**config.mk**
```make
export PLATFORM = sky130hd
export DESIGN_NAME = pdm_sqrt_pipe
export DESIGN_NICKNAME = d
export VERILOG_FILES = /design/src/pdm_pkg.sv /design/src/pdm_sqrt_pipe.sv
export SDC_FILE = /design/constraint.sdc
export NUM_CORES = 2
export LEC_CHECK = 0
export CORE_UTILIZATION = 43
export CTS_CLUSTER_DIAMETER = 120
export DETAILED_ROUTE_END_ITERATION = 8
export DONT_BUFFER_PORTS = 1
export HOLD_SLACK_MARGIN = 0.05
export PLACE_DENSITY = 0.58
export REMOVE_ABC_BUFFERS = 1
export SETUP_SLACK_MARGIN = 0.02
export SYNTH_ARGS = -nofsm -noshare
export SYNTH_HDL_FRONTEND = slang
export SYNTH_SLANG_ARGS = --single-unit
export TNS_END_PERCENT = 5
```
**constraint.sdc**
```tcl
create_clock -name i_clk -period 8.05 [get_ports i_clk]
set_input_delay 0 -clock i_clk [delete_from_list [all_inputs] [get_ports i_clk]]
set_output_delay 0 -clock i_clk [all_outputs]
set_load 0.01 [all_outputs]
```
**src/pdm_pkg.sv**
```systemverilog
// ============================================================================
// pdm_pkg
// Shared types and fixed field widths of the pairwise distance matrix core.
// ============================================================================
package pdm_pkg;

    // fixed field widths of the stream words
    localparam int IDX_W   = 6;
    localparam int CNT_W   = 7;
    localparam int DIST_W  = 25;
    localparam int OUT_DW  = 32;

    localparam logic [CNT_W-1:0] CNT_RESET = 7'd64;

    // command codes carried in the input tuser
    localparam logic CMD_LOAD = 1'b0;
    localparam logic CMD_ROW  = 1'b1;

    // sideband that travels with each word down the pipeline
    typedef struct packed {
        logic [IDX_W-1:0] col;
        logic             last;
        logic             err;
    } t_tag;

endpackage

```
**src/pdm_sqrt_pipe.sv**
```systemverilog
// ============================================================================
// pdm_sqrt_pipe
// Pipelined floor square root, one root bit resolved per stage.
// ============================================================================
module pdm_sqrt_pipe #(
    parameter int COORD_WIDTH = 24
) (
    input  logic                     i_clk,
    input  logic                     i_rst_n,
    input  logic                     i_adv,
    input  logic                     i_vld,
    input  pdm_pkg::t_tag            i_tag,
    input  logic [2*COORD_WIDTH+1:0] i_rad,
    output logic                     o_vld,
    output pdm_pkg::t_tag            o_tag,
    output logic [COORD_WIDTH:0]     o_root
);

    localparam int R  = COORD_WIDTH + 1;
    localparam int S  = 2*R;
    localparam int RW = R + 2;

    logic [S-1:0]  r_rad [R-1];
    logic [RW-1:0] r_rem [R-1];
    logic [R-1:0]  r_q   [R];
    pdm_pkg::t_tag r_tag [R];
    logic [R-1:0]  r_vld;

    for (genvar k = 0; k < R; k++) begin : g_stage
        logic [S-1:0]  rad_in;
        logic [RW-1:0] rem_in;
        logic [R-1:0]  q_in;
        pdm_pkg::t_tag tag_in;
        logic          vld_in;
        logic [RW-1:0] rem_sh;
        logic [RW-1:0] trial;
        logic          take;

        if (k == 0) begin : g_first
            assign rad_in = i_rad;
            assign rem_in = '0;
            assign q_in   = '0;
            assign tag_in = i_tag;
            assign vld_in = i_vld;
        end else begin : g_next
            assign rad_in = r_rad[k-1];
            assign rem_in = r_rem[k-1];
            assign q_in   = r_q[k-1];
            assign tag_in = r_tag[k-1];
            assign vld_in = r_vld[k-1];
        end

        // bring down the next two radicand bits, try q*4+1
        assign rem_sh = {rem_in[RW-3:0], rad_in[S-1:S-2]};
        assign trial  = {q_in, 2'b01};
        assign take   = (rem_sh >= trial);

        always_ff @(posedge i_clk) begin
            if (!i_rst_n) begin
                r_vld[k] <= 1'b0;
            end else if (i_adv) begin
                r_vld[k] <= vld_in;
            end
        end

        always_ff @(posedge i_clk) begin
            if (i_adv) begin
                r_q[k]   <= {q_in[R-2:0], take};
                r_tag[k] <= tag_in;
            end
        end

        if (k < R-1) begin : g_carry
            always_ff @(posedge i_clk) begin
                if (i_adv) begin
                    r_rad[k] <= rad_in << 2;
                    r_rem[k] <= take ? (rem_sh - trial) : rem_sh;
                end
            end
        end
    end

    assign o_vld  = r_vld[R-1];
    assign o_tag  = r_tag[R-1];
    assign o_root = r_q[R-1];

endmodule

```
* Word-level counts from Yosys, hierarchy flattened
Memories as Yosys holds them, arrays and structs flattened. Index checks and enable logic that the tools add are counted.
Storage, ports and cells: memories 4, bits in registers 25, memory bits (writable) 2625, input bits 62, output and inout port bits 34, word-level logic and storage cells 104
Memories:
- r_rad | words 24, width 48, rd ports 24, clocked after Yosys merged registers in 0, wr ports 24, RTL line pdm_sqrt_pipe.sv:23 | logic [S-1:0] r_rad [R-1];
- r_rem | words 24, width 27, rd ports 24, clocked after Yosys merged registers in 0, wr ports 24, RTL line pdm_sqrt_pipe.sv:24 | logic [RW-1:0] r_rem [R-1];
- r_q | words 25, width 25, rd ports 25, clocked after Yosys merged registers in 0, wr ports 25, RTL line pdm_sqrt_pipe.sv:25 | logic [R-1:0] r_q [R];
- r_tag | words 25, width 8, rd ports 25, clocked after Yosys merged registers in 0, wr ports 25, RTL line pdm_sqrt_pipe.sv:26 | pdm_pkg::t_tag r_tag [R];
Operators by class: $lt $le $gt $ge 25, multiplexer cells 26, add/sub/neg operators 24
Operators with widths (count):
- >= comparator 27 bit | 24
- two-way mux 27 bit | 24
- subtractor 27 bit | 23
- subtractor 2 x 1 -> 3 bit, second input constant | 1
- >= comparator 2 x 1 -> 1 bit, second input constant | 1
- two-way mux 1 bit | 2

* Longest topological paths before layout
An unclocked memory read counts as a cell.
word-level depth 3, gate-level depth with buffers 15, mapped depth without buffers 12

* Worst setup path before layout
Ideal clock, no wire load.
path kind flip-flop to flip-flop, start memory r_rem[2][163] (netlist name), end memory r_rem[2][197] (netlist name) (data pin), cell stages (with the launch flop) 12, buffers on the path 1, path slack 4.483 ns, arrival 3.307 ns, setup time 0.260 ns, data required time 7.790 ns, clock period less this slack 3.567 ns, cells stage by stage edfxtp_1 > ha_1 > o21ai_0 > a22oi_1 > a211oi_2 > o2111ai_1 > o211ai_1 > a21oi_1 > a211o_1 > a2111oi_4 > buf_2 > mux2_2
RTL lines (RTL line):
- start: declaration | pdm_sqrt_pipe.sv:24

==> flow_metrics.py <==
metrics = {
    "status": {
        "run_status": "completed",
    },
    "setup_path": {
        "start_kind": "flip-flop",
        "cp_cell_sequence": "ha_1 -> nand4_1 -> or4b_2 -> or4b_2 -> nand3_1 -> nor3_1 -> nand2_1 -> o21ai_0 -> nor4_1 -> xor2_1",
        "crit_arrival_ns": 4.88,
        "required_ns": 8.60,
        "max_stage_delay_ns": 0.81,
        "crit_path_top_delay_cell": "nand2_1",
        "path_buf_inv": 0,
        "path_common_cell": "or4b_2",
        "crit_fanout": 29,
        "endpoint_kind": "flip-flop",
        "crit_family": "simple AND/OR/NAND/NOR gates",
        "path_class": "reg -> reg",
    },
    "synthesis": {
        "ys.flop_type": "edfxtp_1",
        "syn_area_per_cell_sq_um": 13.8,
        "netlist_instances": 5501,
        "ys_ff_latch": 1717,
        "yosysSeqAreaShare": 0.677,
        "synth_edf_count": 1692,
        "ys.warnings.count": 0,
        "synth_cell_types": 86,
        "ys_async_sr_fraction": 0,
        "syn_area_sq_um": 75800,
    },
    "timing": {
        "fmax_mhz": 231,
        "fin_crit_ns": 4.33,
        "setup_viol": 0,
        "timing.final.crit_share": 0.538,
        "max-slew-margin-rel": 0.216,
        "tightest_slew_ns": 1.17,
        "hold_viol_final": 0,
        "rsz0062_at_grt": "false",
        "final_max_slew_viol_count": 0,
        "fin_tns_setup_ns": 0,
        "fin_skew_ns": 0.0615,
    },
    "routing": {
        "dr.first_iter.drc_count": 3086,
        "drc": 0,
        "vias": 42400,
        "drt-total-wl_mm": 141,
        "drtAntennaViolNets": 0,
        "wl_per_cell_um": 17.1,
        "vias_per_cell": 5.15,
        "firstDrtPassIters": 5,
    },
    "floorplan": {
        "row_count": 153,
        "die-area_sq_um": 178000,
        "start_util": 0.435,
        "die_y_um": 422,
        "io_pins": 96,
        "fp.dieW_um": 422,
        "core_area_sq_um": 174000,
    },
    "clocking": {
        "cts.sinks": 1717,
        "clk_latency_ns": 0.82,
        "cts_resized": 0,
        "cts_buffers": 185,
        "h-tree-depth": 4,
        "path_clk_slew_ns": 0.06,
        "clk_path_buf_depth": 3,
        "cts_tree": "built",
        "cts_root_buffer": "clkbuf_16",
    },
    "cells_and_area": {
        "layout_commonest_cell": "edfxtp_1",
        "final_nets": 6163,
        "final_cell_mix": "edfxtp_1 (1692), inv_1 (451), ha_1 (351)",
        "synthToLayoutAreaGrowth_pct": 13.6,
        "final_layout_size_suffix_gt1_frac": 0.0755,
    },
    "global_routing": {
        "grt_pass1_vias": 42200,
        "met1_usage": 0.194,
        "grt_first_pass_wirelength_mm": 224,
        "use_met3": 0.0270,
        "track_usage": 0.157,
        "met2_usage": 0.276,
        "antenna_found_initial": 0,
        "grt_max_degree": 174,
        "grt.busiest_layer": "met2",
        "overflow": 0,
    },
    "place": {
        "dp_hpwl_mm": 97.0,
        "place_congestion": 0.871,
        "io_buffers": 0,
    },
    "pwr": {
        "power.leakage_nw": 32.4,
        "power.density_nw_per_um2": 281,
        "finalPower_mw": 24.2,
        "vdd_ir_drop_max_mv": 0.188,
    },
    "job": {
        "maxCapViolations": 0,
    },
    "worst_hold_path": {
        "hold_class": "in -> reg",
    },
}
through the flow:
stage,instance area (sq um),instances,hold slack (ns),worst slack [ns],utilization
finish,86100,8233,0.276,3.72,0.494
global route,86100,8232,0.273,3.36,0.493
CTS,86100,8232,0.196,3.67,0.493
detailed placement,78700,7766,0.0989,3.71,0.451
global placement,78700,7766,0.0989,3.73,0.451
floorplan,75400,5413,0.0989,3.61,-
area by class of cell:
| cell class | count | area [sq um] |
|---|---|---|
| repair buffers | 150 | 1540 |
| fillers | 14900 | 88300 |
| clock buffers | 227 | 4870 |
| clock inverters | 117 | 1260 |
| multi-input cells | 3244 | 22500 |
| diodes | 1 | 2.50 |
| well taps | 2325 | 2910 |
| inverters | 452 | 1700 |
| flip-flops and latches | 1717 | 51300 |
where the power goes:
part	switching (mW)	leakage, nW	internal, mW
registers	0.594	16.5	11.1
clock network	3.51	2.96	4.94
logic	2.27	13.0	1.80
cells in the mapped netlist (8+ instances only):
library cell | instances | share of area
edfxtp_1 | 1692 | 0.67
inv_1 | 451 | 0.022
ha_1 | 351 | 0.058
nor2_1 | 331 | 0.016
a21oi_1 | 330 | 0.022
nand2_1 | 314 | 0.016
xnor2_1 | 237 | 0.027
o21ai_0 | 232 | 0.015
xor2_1 | 209 | 0.024
nor3_1 | 141 | 0.0093
a21o_1 | 105 | 0.010
nand3_1 | 93 | 0.0061
mux2_2 | 87 | 0.013
nor2b_1 | 80 | 0.0066
clkbuf_1 | 72 | 0.0036
o21a_1 | 71 | 0.0070
nand2b_1 | 65 | 0.0054
nor4_1 | 62 | 0.0051
or3_1 | 58 | 0.0048
nand4_1 | 42 | 0.0035
a211oi_1 | 41 | 0.0041
mux2i_1 | 33 | 0.0044
or2_2 | 31 | 0.0026
o31ai_1 | 30 | 0.0030
and3_1 | 26 | 0.0021
dfxtp_1 | 25 | 0.0066
a31oi_1 | 24 | 0.0020
o21bai_1 | 23 | 0.0023
or4_1 | 20 | 0.0020
a21boi_0 | 19 | 0.0019
nand3b_1 | 17 | 0.0017
o211ai_1 | 16 | 0.0016
a211o_1 | 12 | 0.0014
nand4b_1 | 11 | 0.0013
buf_1 | 10 | 0.00050
nor3b_1 | 10 | 0.00099
o41ai_1 | 8 | 0.00092
final timing paths:
check,endpoint,startpoint,slack (ns),cells after the start
worst min register to register,r_rad[0][204],r_rad[0][154],0.40,0
worst min-delay path,g_stage[23].vld_in,i_rst_n,0.28,2
worst max-delay path,r_rem[2][24],r_rem[1][196],3.72,10
worst max register to register,r_rem[2][24],r_rem[1][196],3.72,10
registers in the layout, indices dropped and copies added, names as in the netlist:
signal,cells
g_stage.vld_in,24
o_vld,1
r_q,325
r_rad,600
r_rem,567
r_tag,200
worst register-to-register path, cell delays in order, from the launching register on:
cell	delay, ns
edfxtp_1	0.40
ha_1	0.39
nand4_1	0.13
or4b_2	0.60
or4b_2	0.66
nand3_1	0.13
nor3_1	0.07
nand2_1	0.81
o21ai_0	0.43
nor4_1	0.34
xor2_1	0.11
cell families after synthesis:
group	synth area share
other	0.0000495
flip-flops	0.677
XOR/XNOR	0.0516
AND/OR/NAND/NOR	0.0876
multiplexers	0.0173
buffers and inverters	0.0269
AO/OA/AOI/OAI	0.0815
adder cells (fa/ha/maj)	0.0580
layer usage:
| metal | up-vias | wire length, um |
|---|---|---|
| met2 | 691 | 70900 |
| met1 | 20500 | 60000 |
| met4 | 0 | 4530 |
| met5 | - | 0 |
| met3 | 281 | 5560 |
| li1 | 20900 | - |
what timing repair did:
| item | in CTS | in global routing |
|---|---|---|
| buffers inserted | 0 | 0 |
| endpoints found under the setup margin | 0 | 0 |
| endpoints found under the hold margin | 220 | 0 |
| hold buffers | 122 | 0 |
No activity file was read; power rests on OpenSTA's default activity.
