<file path="src/pdm_pkg.sv">
// ============================================================================
// pdm_pkg
// Shared types and fixed field widths of the pairwise distance matrix core.
// ============================================================================
package pdm_pkg;

    // fixed field widths of the stream words
    localparam int IDX_W   = 6;
    localparam int CNT_W   = 7;
    localparam int DIST_W  = 25;
    localparam int OUT_DW  = 32;

    localparam logic [CNT_W-1:0] CNT_RESET = 7'd64;

    // command codes carried in the input tuser
    localparam logic CMD_LOAD = 1'b0;
    localparam logic CMD_ROW  = 1'b1;

    // sideband that travels with each word down the pipeline
    typedef struct packed {
        logic [IDX_W-1:0] col;
        logic             last;
        logic             err;
    } t_tag;

endpackage

</file>
<file path="src/pdm_dist_calc.sv">
// ============================================================================
// pdm_dist_calc
// Three stage datapath: absolute coordinate differences, squares, and the
// sum of squares that feeds the square root.
// ============================================================================
module pdm_dist_calc #(
    parameter int COORD_WIDTH = 24
) (
    input  logic                          i_clk,
    input  logic                          i_rst_n,
    input  logic                          i_adv,
    input  logic                          i_vld,
    input  pdm_pkg::t_tag                 i_tag,
    input  logic signed [COORD_WIDTH-1:0] i_row_x,
    input  logic signed [COORD_WIDTH-1:0] i_row_y,
    input  logic signed [COORD_WIDTH-1:0] i_col_x,
    input  logic signed [COORD_WIDTH-1:0] i_col_y,
    output logic                          o_vld,
    output pdm_pkg::t_tag                 o_tag,
    output logic [2*COORD_WIDTH+1:0]      o_rad
);

    localparam int CW = COORD_WIDTH;
    localparam int S  = 2*CW + 2;

    logic [CW:0]     dx, dy, ndx, ndy;
    logic [CW-1:0]   ax, ay;
    logic [2*CW-1:0] sq_x, sq_y;

    logic [CW-1:0]   r_ax, r_ay;
    logic [2*CW-1:0] r_sx, r_sy;
    logic [S-1:0]    r_rad;
    logic [2:0]      r_vld;
    pdm_pkg::t_tag   r_tag [3];

    always_comb begin
        dx  = {i_row_x[CW-1], i_row_x} - {i_col_x[CW-1], i_col_x};
        dy  = {i_row_y[CW-1], i_row_y} - {i_col_y[CW-1], i_col_y};
        ndx = -dx;
        ndy = -dy;
        // magnitude of a difference of two signed values fits in CW bits
        ax  = dx[CW] ? ndx[CW-1:0] : dx[CW-1:0];
        ay  = dy[CW] ? ndy[CW-1:0] : dy[CW-1:0];
    end

    assign sq_x = r_ax * r_ax;
    assign sq_y = r_ay * r_ay;

    always_ff @(posedge i_clk) begin
        if (!i_rst_n) begin
            r_vld <= '0;
        end else if (i_adv) begin
            r_vld <= {r_vld[1:0], i_vld};
        end
    end

    always_ff @(posedge i_clk) begin
        if (i_adv) begin
            r_ax     <= ax;
            r_ay     <= ay;
            r_sx     <= sq_x;
            r_sy     <= sq_y;
            r_rad    <= S'(r_sx) + S'(r_sy);
            r_tag[0] <= i_tag;
            r_tag[1] <= r_tag[0];
            r_tag[2] <= r_tag[1];
        end
    end

    assign o_vld = r_vld[2];
    assign o_tag = r_tag[2];
    // error words carry a zero radicand so their distance comes out zero
    assign o_rad = r_tag[2].err ? '0 : r_rad;

endmodule

</file>
<file path="config.mk">
export PLATFORM = sky130hd
export DESIGN_NAME = pdm_dist_calc
export DESIGN_NICKNAME = d
export VERILOG_FILES = /design/src/pdm_pkg.sv /design/src/pdm_dist_calc.sv
export SDC_FILE = /design/constraint.sdc
export NUM_CORES = 2
export LEC_CHECK = 0
export BUFFER_PORTS_ARGS = -buffer_cell sky130_fd_sc_hd__buf_2
export CAP_MARGIN = 20
export CORE_ASPECT_RATIO = 1.1
export CORE_MARGIN = 10
export CORE_UTILIZATION = 45
export DETAILED_ROUTE_END_ITERATION = 7
export SYNTH_ARGS = -nofsm -noshare
export SYNTH_HDL_FRONTEND = slang
export SYNTH_SLANG_ARGS = --single-unit
</file>
<file path="constraint.sdc">
create_clock -name i_clk -period 15.9 [get_ports i_clk]
set_clock_uncertainty 0.1 [all_clocks]
set_input_delay 0.795 -clock i_clk [delete_from_list [all_inputs] [get_ports i_clk]]
set_output_delay 0.795 -clock i_clk [all_outputs]
set_load 0.005 [all_outputs]
</file>
Word-level counts from Yosys, hierarchy flattened
Memories as Yosys holds them, arrays and structs flattened.
Index checks and enable logic that the tools add are counted.

cells by class
  add/subtract/negate cells = 5
  multiply operators = 2
  div/mod/pow operators = 0
  order comparisons = 0
  eq/ne operators = 0
  shifts and indexed selects = 0
  mux-type cells = 5
  bitwise operators = 0
  reductions and logical operators = 0

operators with widths
  cell                          count
  multiplier 24 x 24 -> 48 bit  2
  2-to-1 mux 50 bit             1
  subtractor 24 x 24 -> 25 bit  2
  adder 48 x 48 -> 49 bit       1
  2-to-1 mux 24 bit             2
  negator 24 bit                2
  2-to-1 mux 1 bit              2

word-level totals
  flip-flop bits (word level) = 197
  latch bits = 0
  memory bits (writable) = 24
  memory bits (read-only) = 0
  bits of input ports = 108
  output and inout port bits = 59
  logic and storage cells = 19
  memories kept = 1

memory list
  memory  words  width  rd ports  clocked after Yosys merged registers in  wr ports  RTL line             source
  r_tag   3      8      3         0                                        3         pdm_dist_calc.sv:34  pdm_pkg::t_tag r_tag [3];

Logic depth before layout (Yosys ltp)
  word-level depth = 3
  mapped depth = 30
  gate-level depth less buffers = 29

Worst setup path before layout
No wires, ideal clock.

  kind = flip-flop to flip-flop
  from = register r_ax[9]
  to = register r_sx[47], data pin
  library setup time = 0.260 ns
  data arrival time = 7.097 ns
  required time = 15.540 ns
  path slack = 8.443 ns
  cell stages (with the launch flop) = 29
  buffers on the path = 2
  period minus slack after synthesis = 7.457 ns
  path through = edfxtp_1 clkbuf_1 clkbuf_1 nand2_1 fa_1 inv_1 fa_1 inv_1 fa_1 inv_1 fa_1 inv_1 fa_1 inv_1 fa_1 inv_1 fa_1 inv_1 ha_1 a21o_1 a31o_2 a31oi_1 o31ai_1 o31a_1 a31oi_2 o21ai_1 or4b_1 a31oi_1 xnor2_1

between the ends
  cells in the longest elaborated chain, start to end = 1

RTL lines
  what                          RTL line             source
  from (decl)                   pdm_dist_calc.sv:30  logic [CW-1:0] r_ax, r_ay;
  from (signal assigned)        pdm_dist_calc.sv:59  r_ax <= ax;
  multiplier 24 x 24 -> 48 bit  pdm_dist_calc.sv:46  assign sq_x = r_ax * r_ax;
  named net sq_x[47]            pdm_dist_calc.sv:28  logic [2*CW-1:0] sq_x, sq_y;
  to (signal assigned)          pdm_dist_calc.sv:61  r_sx <= sq_x;
  to (decl)                     pdm_dist_calc.sv:31  logic [2*CW-1:0] r_sx, r_sy;

The timed path passes the listed nets, and every way through them passes these cells.
A chain may end at the register's enable or synchronous reset.

Worst setup path after layout
  from = register r_ay[2]
  to = register r_sy[47], data pin

between the ends
  cells in the longest elaborated chain, start to end = 1

RTL lines
  what                          RTL line             source
  from (decl)                   pdm_dist_calc.sv:30
  from (signal assigned)        pdm_dist_calc.sv:60  r_ay <= ay;
  multiplier 24 x 24 -> 48 bit  pdm_dist_calc.sv:47  assign sq_y = r_ay * r_ay;
  named net sq_y[47]            pdm_dist_calc.sv:28
  to (signal assigned)          pdm_dist_calc.sv:62  r_sy <= sq_y;
  to (decl)                     pdm_dist_calc.sv:31

The timed path passes the listed nets, and every way through them passes these cells.

==> impl_metrics.env <==
export IMPL_dieArea_um2=113000
export IMPL_cap_violations=0
export IMPL_drc=0
export IMPL_required_ns=16.14
export IMPL_cts_sinks=218
export IMPL_vias=31276
export IMPL_crit_type="reg -> reg"
export IMPL_path_clk_slew_ns=0.06
export IMPL_dr_wl_met3_um=4500
export IMPL_placement_rows=121
export IMPL_path_depth=24
export IMPL_drt_met1_wl_um=41600
export IMPL_syn_avg_cell_area_um2=9.50
export IMPL_die_w_um=322
export IMPL_cp_start_kind="register"
export IMPL_status="completed"
export IMPL_drv_slew=0
export IMPL_drive_gt1_share_pct=5.48
export IMPL_cp_arrival_ns=8.83
export IMPL_portBuffers=165
export IMPL_finalSetupTns_ns=0
export IMPL_finalWirelength_um=100000
export IMPL_async_flop_share_pct=0
export IMPL_fill_cells=9444
export IMPL_ctsHoldBuffers=0
export IMPL_cp_max_fo=24
export IMPL_grt_pass1_vias=33662
export IMPL_drt_first_iter_violations=1412
export IMPL_post_route_period_util_pct=54.1
export IMPL_cp_end_kind="register"
export IMPL_yosysWarningCount=0
export IMPL_holdPathStages=1
export IMPL_cts_inserted_buffers=28
export IMPL_synth_edff_count=215
export IMPL_overflow=0
export IMPL_h_tree_depth=1
export IMPL_antenna_found_initial=1
export IMPL_rsz0062_at_grt="no"
export IMPL_slew_headroom_pct=24.1
export IMPL_seq_area_um2=6520
export IMPL_ys_seq_area_share_pct=14.4
export IMPL_post_cts_buffers=0
export IMPL_cts_max_path_buffers=3
export IMPL_wl_per_cell_um=16.3
export IMPL_tightest_slew_ns=1.14
export IMPL_cts_tree="built"
export IMPL_cp_cell_sequence="nand2_1, fa_1, inv_1, fa_1, inv_1, fa_1, fa_1, inv_1, fa_1, fa_1, inv_1, fa_1, inv_1, ha_1, nand3_1, or2_2, a2111oi_0, nor2_1, a2111oi_0, o31a_1, nor2_1, o21ai_0, a21oi_1, xnor2_1"
export IMPL_cp_top_family="adder cells"
export IMPL_die_y_um=352
export IMPL_dp_hpwl_um=82500
export IMPL_cts_resized_gates=0
export IMPL_ys_seq_elements=218
export IMPL_cp_num_buf_inv=5
export IMPL_dr_pass1_iters=5
export IMPL_core_um2=99300
export IMPL_fmax_mhz=116
export IMPL_detail_route_antenna_nets=0
export IMPL_synthesis_nets=6156
export IMPL_grt_max_degree=99
export IMPL_nets=6239
export IMPL_hold_viol=0
export IMPL_fin_crit_ns=8.60
export IMPL_multi_input_area_um2=33300
export IMPL_synth_cells=4749
export IMPL_grt_total_usage_pct=18.1
export IMPL_area_growth_pct=6.75
export IMPL_pin_count=167
export IMPL_ys_flop_type="edfxtp_1"
export IMPL_top_layer="met4"
export IMPL_initial_core_util_pct=45.4
export IMPL_place_congestion=0.836
export IMPL_clk_latency_ns=0.59
export IMPL_hp_class="in -> reg"
export IMPL_cp_slowest_cell="edfxtp_1"
export IMPL_clockRootBuffer="clkbuf_16"
export IMPL_final_setup_viol_count=0
export IMPL_grt_first_pass_wirelength_um=168000
export IMPL_slowest_delay_ns=1.10
export IMPL_synth_distinct_cells=82
export IMPL_drt_vias_per_instance=5.09
export IMPL_crit_top_cell="fa_1"
export IMPL_r2r_cells=24
export IMPL_dr_wl_met2_um=50900
export IMPL_syn_area_um2=45100
==> area by class of cell <==
class	count	area share (%)
Antenna cell	1	0.00520
Inverter	1271	9.90
Clock buffer	31	1.52
Sequential cell	218	13.5
Timing Repair Buffer	188	2.11
Multi-Input combinational cell	3125	69.1
Clock inverter	21	0.462
Tap cell	1291	3.35
==> sequential cells by signal, summed over array words and instances, names as in the netlist <==
name	count
r_ay	24
r_ax	24
r_sy	47
r_rad	49
r_sx	47
r_tag	24
r_vld	3
==> per-layer routing <==
layer,track usage [%],up-vias
met5,0,-
met4,5.01,0
met3,2.07,146
met2,31.9,639
met1,23.2,15790
li1,-,14701
==> metrics by stage <==
step                hold slack (ns)  setup WS [ns]  utilization [%]  cell area (um2)  std cells
CTS                           0.271           7.26             48.5            48100       6144
global route                  0.279           6.78             48.5            48200       6145
global placement              0.301           7.52             47.5            47200       6092
detailed placement            0.305           7.29             47.5            47200       6092
finish                        0.302           7.30             48.5            48200       6146
floorplan                     0.300           8.44                -            45100       4749
==> cells in the final DEF, fill, tap and decap left out, types with 6 or more instances in the layout <==
cell type,n
buf_2,164
and2_1,230
and3_1,13
nand2_1,399
edfxtp_1,215
nor4_1,7
nand3_1,36
a41oi_1,6
mux2i_1,7
o21ai_0,101
xor2_1,77
nor3_1,24
a211o_1,8
a21oi_1,160
buf_4,22
clkbuf_16,29
inv_1,1271
o21a_1,36
a2111oi_0,6
nor2_1,168
ha_1,454
fa_1,845
a211oi_1,21
o211ai_1,8
or3_1,9
nand2b_1,32
o21bai_1,11
or2_2,10
o31ai_1,19
a21o_1,92
xnor2_1,136
nand4_1,21
a31oi_1,19
nor2b_1,82
==> worst reg2reg max path, delay by kind of cell (launching register included) <==
kind	cells	cell delay [ns]
adder cells (fa/ha/maj)	8	3.97
AO/OA/AOI/OAI	5	1.68
AND/OR/NAND/NOR	5	1.11
flip-flops	1	1.10
buffers and inverters	5	0.25
XOR/XNOR	1	0.12
==> synth_stat cells, types with 92 or more instances <==
library cell | count | area (um2)
fa_1 | 845 | 16900
a21oi_1 | 160 | 801
ha_1 | 454 | 5680
inv_1 | 1271 | 4770
nor2_1 | 168 | 631
nand2_1 | 399 | 1500
edfxtp_1 | 215 | 6460
o21ai_0 | 101 | 505
a21o_1 | 92 | 691
and2_1 | 230 | 1440
xnor2_1 | 136 | 1190
clkbuf_1 | 123 | 462
==> path summary, 6_finish.rpt <==
check	start	to	slack [ns]
worst max-delay path	r_ay[2]	r_sy[47]	7.30
worst min-delay path	i_tag[0]	r_tag[0][0]	0.30
worst max register to register	r_ay[2]	r_sy[47]	7.30
worst min register to register	r_tag[0][10]	r_tag[0][18]	0.32
==> logic make-up after synthesis <==
logic type,count (synthesis),synth area share (%)
muxes,9,0.205
buffers and inverters,1406,11.8
xor gates and xnor gates,213,4.13
other,1,0.00831
DFF,218,14.4
AOI/OAI and AO/OA,547,7.84
adders and majority gates,1299,50.1
and+or+nand+nor,1056,11.5
Power is left out: the tool's default activity adds up to more than one toggle a clock period on the data nets, which glitch-free logic cannot reach.
