`src/pdm_pkg.sv`:
```
// ============================================================================
// pdm_pkg
// Shared types and fixed field widths of the pairwise distance matrix core.
// ============================================================================
package pdm_pkg;

    // fixed field widths of the stream words
    localparam int IDX_W   = 6;
    localparam int CNT_W   = 7;
    localparam int DIST_W  = 25;
    localparam int OUT_DW  = 32;

    localparam logic [CNT_W-1:0] CNT_RESET = 7'd64;

    // command codes carried in the input tuser
    localparam logic CMD_LOAD = 1'b0;
    localparam logic CMD_ROW  = 1'b1;

    // sideband that travels with each word down the pipeline
    typedef struct packed {
        logic [IDX_W-1:0] col;
        logic             last;
        logic             err;
    } t_tag;

endpackage

```
`src/pdm_row_seq.sv`:
```
// ============================================================================
// pdm_row_seq
// Point memory and row sequencer: stores loaded points and reads one row
// point followed by every column point of the row.
// ============================================================================
module pdm_row_seq #(
    parameter int MAX_CITIES  = 64,
    parameter int COORD_WIDTH = 24
) (
    input  logic                          i_clk,
    input  logic                          i_rst_n,
    input  logic                          i_adv,
    input  logic                          i_valid,
    output logic                          o_ready,
    input  logic                          i_cmd,
    input  logic [pdm_pkg::IDX_W-1:0]     i_idx,
    input  logic signed [COORD_WIDTH-1:0] i_x,
    input  logic signed [COORD_WIDTH-1:0] i_y,
    input  logic [pdm_pkg::CNT_W-1:0]     i_n_eff,
    output logic                          o_vld,
    output pdm_pkg::t_tag                 o_tag,
    output logic signed [COORD_WIDTH-1:0] o_row_x,
    output logic signed [COORD_WIDTH-1:0] o_row_y,
    output logic signed [COORD_WIDTH-1:0] o_col_x,
    output logic signed [COORD_WIDTH-1:0] o_col_y
);

    localparam int AW = $clog2(MAX_CITIES);
    localparam int CW = COORD_WIDTH;
    localparam logic [pdm_pkg::CNT_W-1:0] MAX_N = pdm_pkg::CNT_W'(MAX_CITIES);

    localparam logic [1:0] ST_IDLE  = 2'd0;
    localparam logic [1:0] ST_FETCH = 2'd1;
    localparam logic [1:0] ST_ROW   = 2'd2;

    logic [2*CW-1:0] mem [MAX_CITIES];
    logic [2*CW-1:0] r_rd_data;
    logic [2*CW-1:0] r_row;

    logic [1:0]      r_state, n_state;
    logic [AW-1:0]   r_j, n_j;
    logic [AW-1:0]   r_row_idx;
    logic            r_latch, n_latch;
    logic            r_vld, n_vld;
    pdm_pkg::t_tag   r_tag, n_tag;

    logic            rd_en;
    logic [AW-1:0]   rd_addr;
    logic            accept;
    logic            is_row;
    logic            row_bad;
    logic            idx_ok;
    logic            col_last;

    assign o_ready  = (r_state == ST_IDLE) && i_adv;
    assign accept   = i_valid && o_ready;
    assign is_row   = (i_cmd == pdm_pkg::CMD_ROW);
    assign row_bad  = ({1'b0, i_idx} >= i_n_eff);
    assign idx_ok   = ({1'b0, i_idx} < MAX_N);
    assign col_last = (pdm_pkg::CNT_W'(r_j) == (i_n_eff - 7'd1));

    always_comb begin
        n_state = r_state;
        n_j     = r_j;
        n_latch = 1'b0;
        n_vld   = 1'b0;
        n_tag   = '0;
        rd_en   = 1'b0;
        rd_addr = r_j;
        case (r_state)
            ST_IDLE: begin
                if (accept && is_row) begin
                    if (row_bad) begin
                        // bad row index: one error word, nothing read
                        n_vld      = 1'b1;
                        n_tag.last = 1'b1;
                        n_tag.err  = 1'b1;
                    end else begin
                        n_state = ST_FETCH;
                    end
                end
            end
            ST_FETCH: begin
                if (i_adv) begin
                    rd_en   = 1'b1;
                    rd_addr = r_row_idx;
                    n_latch = 1'b1;
                    n_j     = '0;
                    n_state = ST_ROW;
                end
            end
            ST_ROW: begin
                if (i_adv) begin
                    rd_en      = 1'b1;
                    n_vld      = 1'b1;
                    n_tag.col  = pdm_pkg::IDX_W'(r_j);
                    n_tag.last = col_last;
                    if (col_last) begin
                        n_state = ST_IDLE;
                    end else begin
                        n_j = r_j + 1'b1;
                    end
                end
            end
            default: begin
                n_state = ST_IDLE;
            end
        endcase
    end

    always_ff @(posedge i_clk) begin
        if (!i_rst_n) begin
            r_state <= ST_IDLE;
            r_j     <= '0;
            r_latch <= 1'b0;
            r_vld   <= 1'b0;
        end else begin
            r_state <= n_state;
            r_j     <= n_j;
            r_latch <= n_latch;
            if (i_adv) begin
                r_vld <= n_vld;
            end
        end
    end

    always_ff @(posedge i_clk) begin
        if (i_adv) begin
            r_tag <= n_tag;
        end
        if (accept) begin
            r_row_idx <= i_idx[AW-1:0];
        end
        // row point is latched from the read data in the cycle after the fetch read
        if (r_latch) begin
            r_row <= r_rd_data;
        end
    end

    // point memory, one write and one read port
    always_ff @(posedge i_clk) begin
        if (accept && !is_row && idx_ok) begin
            mem[i_idx[AW-1:0]] <= {i_y, i_x};
        end
        if (rd_en) begin
            r_rd_data <= mem[rd_addr];
        end
    end

    assign o_vld   = r_vld;
    assign o_tag   = r_tag;
    assign o_col_x = r_rd_data[CW-1:0];
    assign o_col_y = r_rd_data[2*CW-1:CW];
    assign o_row_x = r_row[CW-1:0];
    assign o_row_y = r_row[2*CW-1:CW];

    property p_no_read_in_idle;
        @(posedge i_clk) disable iff (!i_rst_n)
            (r_state == ST_IDLE) |-> !rd_en;
    endproperty
    a_no_read_in_idle: assert property (p_no_read_in_idle)
        else $error("point memory read while sequencer idle");

    property p_fetch_then_latch;
        @(posedge i_clk) disable iff (!i_rst_n)
            (r_state == ST_FETCH) && i_adv |=> r_latch && (r_state == ST_ROW) && !r_vld;
    endproperty
    a_fetch_then_latch: assert property (p_fetch_then_latch)
        else $error("row point not latched after fetch");

    property p_row_bounds;
        @(posedge i_clk) disable iff (!i_rst_n)
            (r_state == ST_ROW) |-> (pdm_pkg::CNT_W'(r_j) < i_n_eff);
    endproperty
    a_row_bounds: assert property (p_row_bounds)
        else $error("column counter beyond city count");

endmodule

```
`config.mk`:
```
export PLATFORM = sky130hd
export DESIGN_NAME = pdm_row_seq
export DESIGN_NICKNAME = d
export VERILOG_FILES = /design/src/pdm_pkg.sv /design/src/pdm_row_seq.sv
export SDC_FILE = /design/constraint.sdc
export NUM_CORES = 2
export LEC_CHECK = 0
export BUFFER_PORTS_ARGS = -buffer_cell sky130_fd_sc_hd__buf_4
export CORE_MARGIN = 2
export CORE_UTILIZATION = 55
export DETAILED_ROUTE_END_ITERATION = 12
export PLACE_DENSITY = 0.74
export SYNTH_ARGS = -nofsm -noshare
export SYNTH_HDL_FRONTEND = slang
export SYNTH_SLANG_ARGS = --single-unit
```
`constraint.sdc`:
```
create_clock -name i_clk -period 3.95 [get_ports i_clk]
set_input_delay 0.1975 -clock i_clk [delete_from_list [all_inputs] [get_ports i_clk]]
set_output_delay 0.1975 -clock i_clk [all_outputs]
set_load 0.1 [all_outputs]
```
Word level (Yosys, flattened, before mapping). Memories as Yosys holds them, arrays and structs flattened. A register that Yosys moved wholly into a read port is not among the register bits. Cells that the tools add are included.

Add/subtract/negate cells: 2. $lt $le $gt $ge: 1. Equal/unequal tests: 9. Mux-type cells: 22. Reductions and logical operators: 12.

Operator list (number): 6-bit 2-to-1 mux (5); 2-bit 2-to-1 mux (7); 6-bit one-hot mux with 2 select lines (1); 2-bit != test (second input constant) (5); 6-bit by 7-bit == test with 1-bit output (1); 6-bit by 7-bit >= comparator with 1-bit output (1); 7-bit by 1-bit subtractor with 7-bit output (second input constant) (1); 6-bit by 1-bit adder with 6-bit output (second input constant) (1); 1-bit 2-to-1 mux (6); 2-bit one-hot mux with 3 select lines (1); 5-bit AND reduction (1); 1-bit logical AND (4); 1-bit one-hot mux with 2 select lines (2); 2-bit AND reduction (2); 4-bit AND reduction (1); 2-bit by 1-bit == test with 1-bit output (second input constant) (1); 2-bit == test (second input constant) (1); 2-bit logical NOT (1); 2-bit by 1-bit != test with 1-bit output (second input constant) (1); 2-bit nonzero test (1); 2-bit OR reduction (1); 1-bit logical NOT (1).

Bits in registers: 72. RAM bits: 3072. Input bits: 66. Output and inout bits: 106. Word-level logic and storage cells: 56. Memories: 1.

Memory list: mem (words 64, width 48, rd ports 1, clocked after Yosys merged registers in 1, write ports 1, line pdm_row_seq.sv:36) `logic [2*CW-1:0] mem [MAX_CITIES];`.

Depth between registers and ports, before layout.
Depth after elaboration: 6. Mapped depth: 15. Depth with buffers taken out: 9.

Worst setup path before layout. No wires, ideal clock.

Kind: input to register. Start: in i_adv. End: mem mem[54][0] in the netlist's numbering (enable). Library setup time: 454 ps. Arrival time: 4258 ps. Data required time: 3496 ps. Setup slack: -762 ps. Stages on the path: 8. Buffers on the path: 3. Cells stage by stage: buf_2 > buf_4 > buf_2 > and2_1 > nand2_1 > nor3_1 > nand3_1 > nor2_1.

Longest elaborated chain between the ends: 5.

RTL lines: start, declared (line pdm_row_seq.sv:12) `input logic i_adv,`; 1-bit logical AND (line pdm_row_seq.sv:55) `assign o_ready = (r_state == ST_IDLE) && i_adv;`; named net o_ready (line pdm_row_seq.sv:14) `output logic o_ready,`; 1-bit logical AND (line pdm_row_seq.sv:56) `assign accept = i_valid && o_ready;`; 1-bit logical AND (line pdm_row_seq.sv:142) `if (accept && !is_row && idx_ok) begin`; 1-bit 2-to-1 mux (line pdm_row_seq.sv:142); 1-bit 2-to-1 mux (implied by the code) (line pdm_row_seq.sv:143) `mem[i_idx[AW-1:0]] <= {i_y, i_x};`; end, declared (line pdm_row_seq.sv:36).

The timed path passes the listed nets, and every way through them passes these cells.

Final worst setup path.
Start: reg r_state[1]. End: reg r_rd_data[35] (read register of mem), data pin.

Longest elaborated chain between the ends: 3. Elaborated cells on any way between the ends: 5. Those cells by class: eq/ne: 2; mux: 2; reduce/logical: 1.

RTL lines: start, declared (line pdm_row_seq.sv:40) `logic [1:0] r_state, n_state;`; start signal, assigned (line pdm_row_seq.sv:118) `r_state <= n_state;`; 2-bit == test / 2-bit by 1-bit == test with 1-bit output (equally long branches) (line pdm_row_seq.sv:70) `case (r_state)`; 2-bit OR reduction (no line); 1-bit 2-to-1 mux; end, declared (line pdm_row_seq.sv:37) `logic [2*CW-1:0] r_rd_data;`.

Parallel ways exist; a longest one is shown, timed or not. A chain may end at the register's enable or synchronous reset.

==> run_results.csv <==
group,metric,value,unit
cts,cts-buffers-inserted,319,
setup_path,worst_setup_path_start_kind,"register",
setup_path,critPathMostFrequentCell,"sky130_fd_sc_hd__buf_4",
power_and_ir_drop,total_power,68.5,mW
power_and_ir_drop,p_per_area,488,mW/mm²
cts,tritoncts,"yes",
cts,cts_num_sinks,3192,
sta,post_route_clock_skew,64.1,ps
synth,ys_seq_elements,3192,
cells_and_area,mostFrequentLayoutCells,"sky130_fd_sc_hd__edfxtp_1, sky130_fd_sc_hd__nand3_1, sky130_fd_sc_hd__nand2_1",
routing,first_pass_iters,8,
global_routing,first_pass_grt_wire_length,501000,µm
synth,post_synth_mux_area_share,8.61,%
routing,via_count,71569,
cells_and_area,final_core_utilization,63.3,%
setup_path,crit_required,4630,ps
sta,setup_viol,0,
floorplan,die_area,0.227,mm²
synth,netlist_top_cells_area,"sky130_fd_sc_hd__edfxtp_1, sky130_fd_sc_hd__mux4_2, sky130_fd_sc_hd__nand3_1",
power_and_ir_drop,netSwitchingPower,13.8,mW
global_routing,grtUsageTotal,30.7,%
power_and_ir_drop,power_switching_share,20.1,%
cts,clk_root_buffer_cell,"sky130_fd_sc_hd__clkbuf_16",
floorplan,initial_core_util,55.3,%
sta,grt_setup_unrepaired,"false",
global_routing,gr-total-overflow,0,
power_and_ir_drop,clock_share_of_power,43.0,%
sta,final_max_slew_viol_count,0,
global_routing,number_of_antenna_violations_at_the_first_check_in_global_routing,20,
sta,worst_pin_slew,1220,ps
floorplan,design.core.area,0.222,mm²
cells_and_area,fraction_of_layout_instances_using_a_drive_strength_above_1,18.8,%
cts,clock_insertion_delay_at_the_later_pin_of_the_skew_report,970,ps
synth,synth-main-ff-cell,"sky130_fd_sc_hd__edfxtp_1",
cts,clock_path_buffers,4,
synth,postSynth.asyncResetShare,0,%
routing,drt-wirelength-per-cell,34.2,µm
synth,synthDominantCellAreaShare,77.9,%
job,cap_viol_max_count,0,
synth,yosys.area.top_type,"sky130_fd_sc_hd__edfxtp_1",
power_and_ir_drop,leakage,44.1,nW
cts,cts.htree.levels,5,
synth,yosys_warnings,0,
min_path,hp-class,"input port to register",
routing,drtAntennaViolNets,0,
routing,first_iter_violations,11599,
power_and_ir_drop,sequential_fraction_of_design_power,54.5,%
placement,port_buffers,171,
synth,syn_area,0.123,mm²
sta,hold-worst-slack,68.3,ps
routing,drcViolationCount,0,
sta,fmax,265,MHz
setup_path,worstPathBufferInverterCount,4,
synth,netlist-cell-type-count,61,
placement,post-dp-hpwl,181000,µm
sta,post-route-min-period,3780,ps
placement,placed_area,0.130,mm²
setup_path,worst_path_largest_cell_delay,740,ps
power_and_ir_drop,vdd.ir_drop.worst,0.000489,V
floorplan,die-width,476,µm
global_routing,maximum_number_of_pins_on_one_net_before_global_route_repair,208,
sta,post-route-period-util,95.7,%
synth,synthSimpleGateAreaFrac,5.72,%
cts,worst_setup_hold_path_clk_slew,60,ps
cells_and_area,finish.instance_area,0.141,mm²
synth,yosysSeqAreaShare,78.0,%
synth,syn-mean-instance-area,18.1,µm²
run_status,status,"finished clean",
routing,routed_via_density,6.90,
synth,synth-compound-area-share,5.76,%
power_and_ir_drop,intPower,54.8,mW
synth,synth-edff-count,3182,
setup_path,endpoint_class_of_the_critical_path,"register",
setup_path,cp_slowest_cell,"sky130_fd_sc_hd__a21boi_0",
floorplan,io_pins,172,
synth,synth_top_family_by_area,"multiplexers",
sta,report.final.hold_viol_count,0,
sta,slew_headroom,18.4,%
setup_path,worst-endpoint-arrival,4460,ps
synth,synthCells,6782,
synth,post_synthesis_xor_xnor_area_fraction,0.0500,%
power_and_ir_drop,power.combinational.fraction,2.5,%
setup_path,worst-setup-path-type,"register to register",
cells_and_area,mostFrequentLayoutCell,"sky130_fd_sc_hd__edfxtp_1",
setup_path,path_delay_family,"compound AO/OA/AOI/OAI gates",
floorplan,placement_rows,173,
cells_and_area,finalNetCount,7233,
routing,drt_wl_total,354000,µm
floorplan,floorplan.die.height,476,µm
synth,synthAdderAreaFrac,0.122,%
placement,place.gp.congestion,0.834,
synth,postSynthNetCount,6860,
setup_path,crit_path_max_fanout,33,
setup_path,critical_path.cell_chain,"inv_1 > ha_2 > nand2_1 > a31oi_2 > buf_4 > or2_2 > buf_12 > buf_4 > a31oi_1 > a21boi_0 > nand4_1",
cells_and_area,area.growth.synth_to_final,14.5,%
global_routing,first_global_vias,69613,
-- metal layers --
layer  part of all wire (%)  up-vias  GRT usage (%)
met2                     47     5601           47.7
met5                  0.025        -              0
met3                     13     1082           7.39
met4                    6.0       14           16.0
met1                     34    36457           40.8
li1                       -    28415              -
-- what timing repair did --
item                       4_1_cts  5_1_grt
setup endpoints to repair        3        5
hold endpoints to repair      3104        0
resized for setup                3        1
hold buffers                    65        0
buffers inserted                 0        0
-- worst register-to-register path, cell delays in order (launching register included) --
cell                       delay (ps)
sky130_fd_sc_hd__dfxtp_1          330
sky130_fd_sc_hd__inv_1            110
sky130_fd_sc_hd__ha_2             370
sky130_fd_sc_hd__nand2_1          250
sky130_fd_sc_hd__a31oi_2          390
sky130_fd_sc_hd__buf_4            200
sky130_fd_sc_hd__or2_2            130
sky130_fd_sc_hd__buf_12           350
sky130_fd_sc_hd__buf_4            370
sky130_fd_sc_hd__a31oi_1           90
sky130_fd_sc_hd__a21boi_0         740
sky130_fd_sc_hd__nand4_1          170
-- kinds of logic after synthesis --
family,Yosys count
adder cells (fa/ha/maj),12
flip-flops,3192
AO/OA/AOI/OAI,1012
buffers and inverters,505
multiplexers,575
AND/OR/NAND/NOR,1479
XOR/XNOR,7
-- sequential cells by signal (all words and copies together), names as in the netlist --
| signal | count |
|---|---|
| mem | 3072 |
| r_row_idx | 6 |
| r_row | 48 |
| r_j | 6 |
| r_rd_data | 48 |
| r_latch | 1 |
| r_state | 2 |
| o_vld | 1 |
| o_tag | 8 |
-- layout make-up --
| class | count | area (µm²) |
|---|---|---|
| multi-input cells | 3085 | 25600 |
| clock buffers | 373 | 8250 |
| inverters | 17 | 63.8 |
| repair buffers | 540 | 5460 |
| diodes | 8 | 20.0 |
| fillers | 14719 | 81600 |
| well taps | 2975 | 3720 |
| flip-flops and latches | 3192 | 95800 |
| clock inverters | 175 | 1690 |
-- path summary, 6_finish.rpt --
path	slack (ps)	depth (start not counted)	to	start
worst min register to register	500	0	r_row[5]	r_rd_data[5]
worst max register to register	170	11	r_rd_data[35]	r_state[1]
worst max-delay path	170	11	r_rd_data[35]	r_state[1]
worst min-delay path	70	6	r_state[0]	i_n_eff[4]
-- per-stage QoR --
stage / setup TNS (ps) / setup slack [ps] / cells
2_1_floorplan: -2224310 / -762 / 6782
3_3_place_gp: -87.6 / -87.6 / 9744
3_5_place_dp: -116 / -116 / 9744
4_1_cts: 0 / 71.1 / 10357
5_1_grt: 0 / 68.6 / 10358
6_report: 0 / 170 / 10365
-- power by group through the flow --
stage | clock [mW] | sequential, mW | combinational [mW]
floorplan | 0 | 38.2 | 0.603
global placement | 0 | 38.1 | 1.56
detailed placement | 0 | 38.1 | 1.62
CTS | 29.6 | 37.4 | 1.68
global route | 30.8 | 37.3 | 1.80
finish | 29.4 | 37.4 | 1.71
-- synth_stat cells (5+ instances only) --
cell                       number
sky130_fd_sc_hd__nand2_1      486
sky130_fd_sc_hd__a32oi_1       11
sky130_fd_sc_hd__and2_1         9
sky130_fd_sc_hd__a21oi_1       10
sky130_fd_sc_hd__mux2i_1      190
sky130_fd_sc_hd__ha_1          12
sky130_fd_sc_hd__edfxtp_1    3182
sky130_fd_sc_hd__inv_1         17
sky130_fd_sc_hd__nand3b_1       6
sky130_fd_sc_hd__a32o_1       154
sky130_fd_sc_hd__buf_6          7
sky130_fd_sc_hd__buf_1         29
sky130_fd_sc_hd__o31ai_1       85
sky130_fd_sc_hd__buf_4          5
sky130_fd_sc_hd__a222oi_1       8
sky130_fd_sc_hd__and4b_1        5
sky130_fd_sc_hd__dfxtp_1       10
sky130_fd_sc_hd__o21ai_0      391
sky130_fd_sc_hd__nand4_1       97
sky130_fd_sc_hd__nor2_1       107
sky130_fd_sc_hd__or4_1         42
sky130_fd_sc_hd__mux4_2       384
sky130_fd_sc_hd__clkbuf_1     328
sky130_fd_sc_hd__xnor2_1        6
sky130_fd_sc_hd__nor3_1         5
sky130_fd_sc_hd__a22oi_1      156
sky130_fd_sc_hd__a311oi_1      54
sky130_fd_sc_hd__buf_2        119
sky130_fd_sc_hd__a22o_1        36
sky130_fd_sc_hd__and4_1        13
sky130_fd_sc_hd__a21boi_0       7
sky130_fd_sc_hd__nand3_1      693
sky130_fd_sc_hd__a31oi_1       76
(Power assumes the default switching activity.)
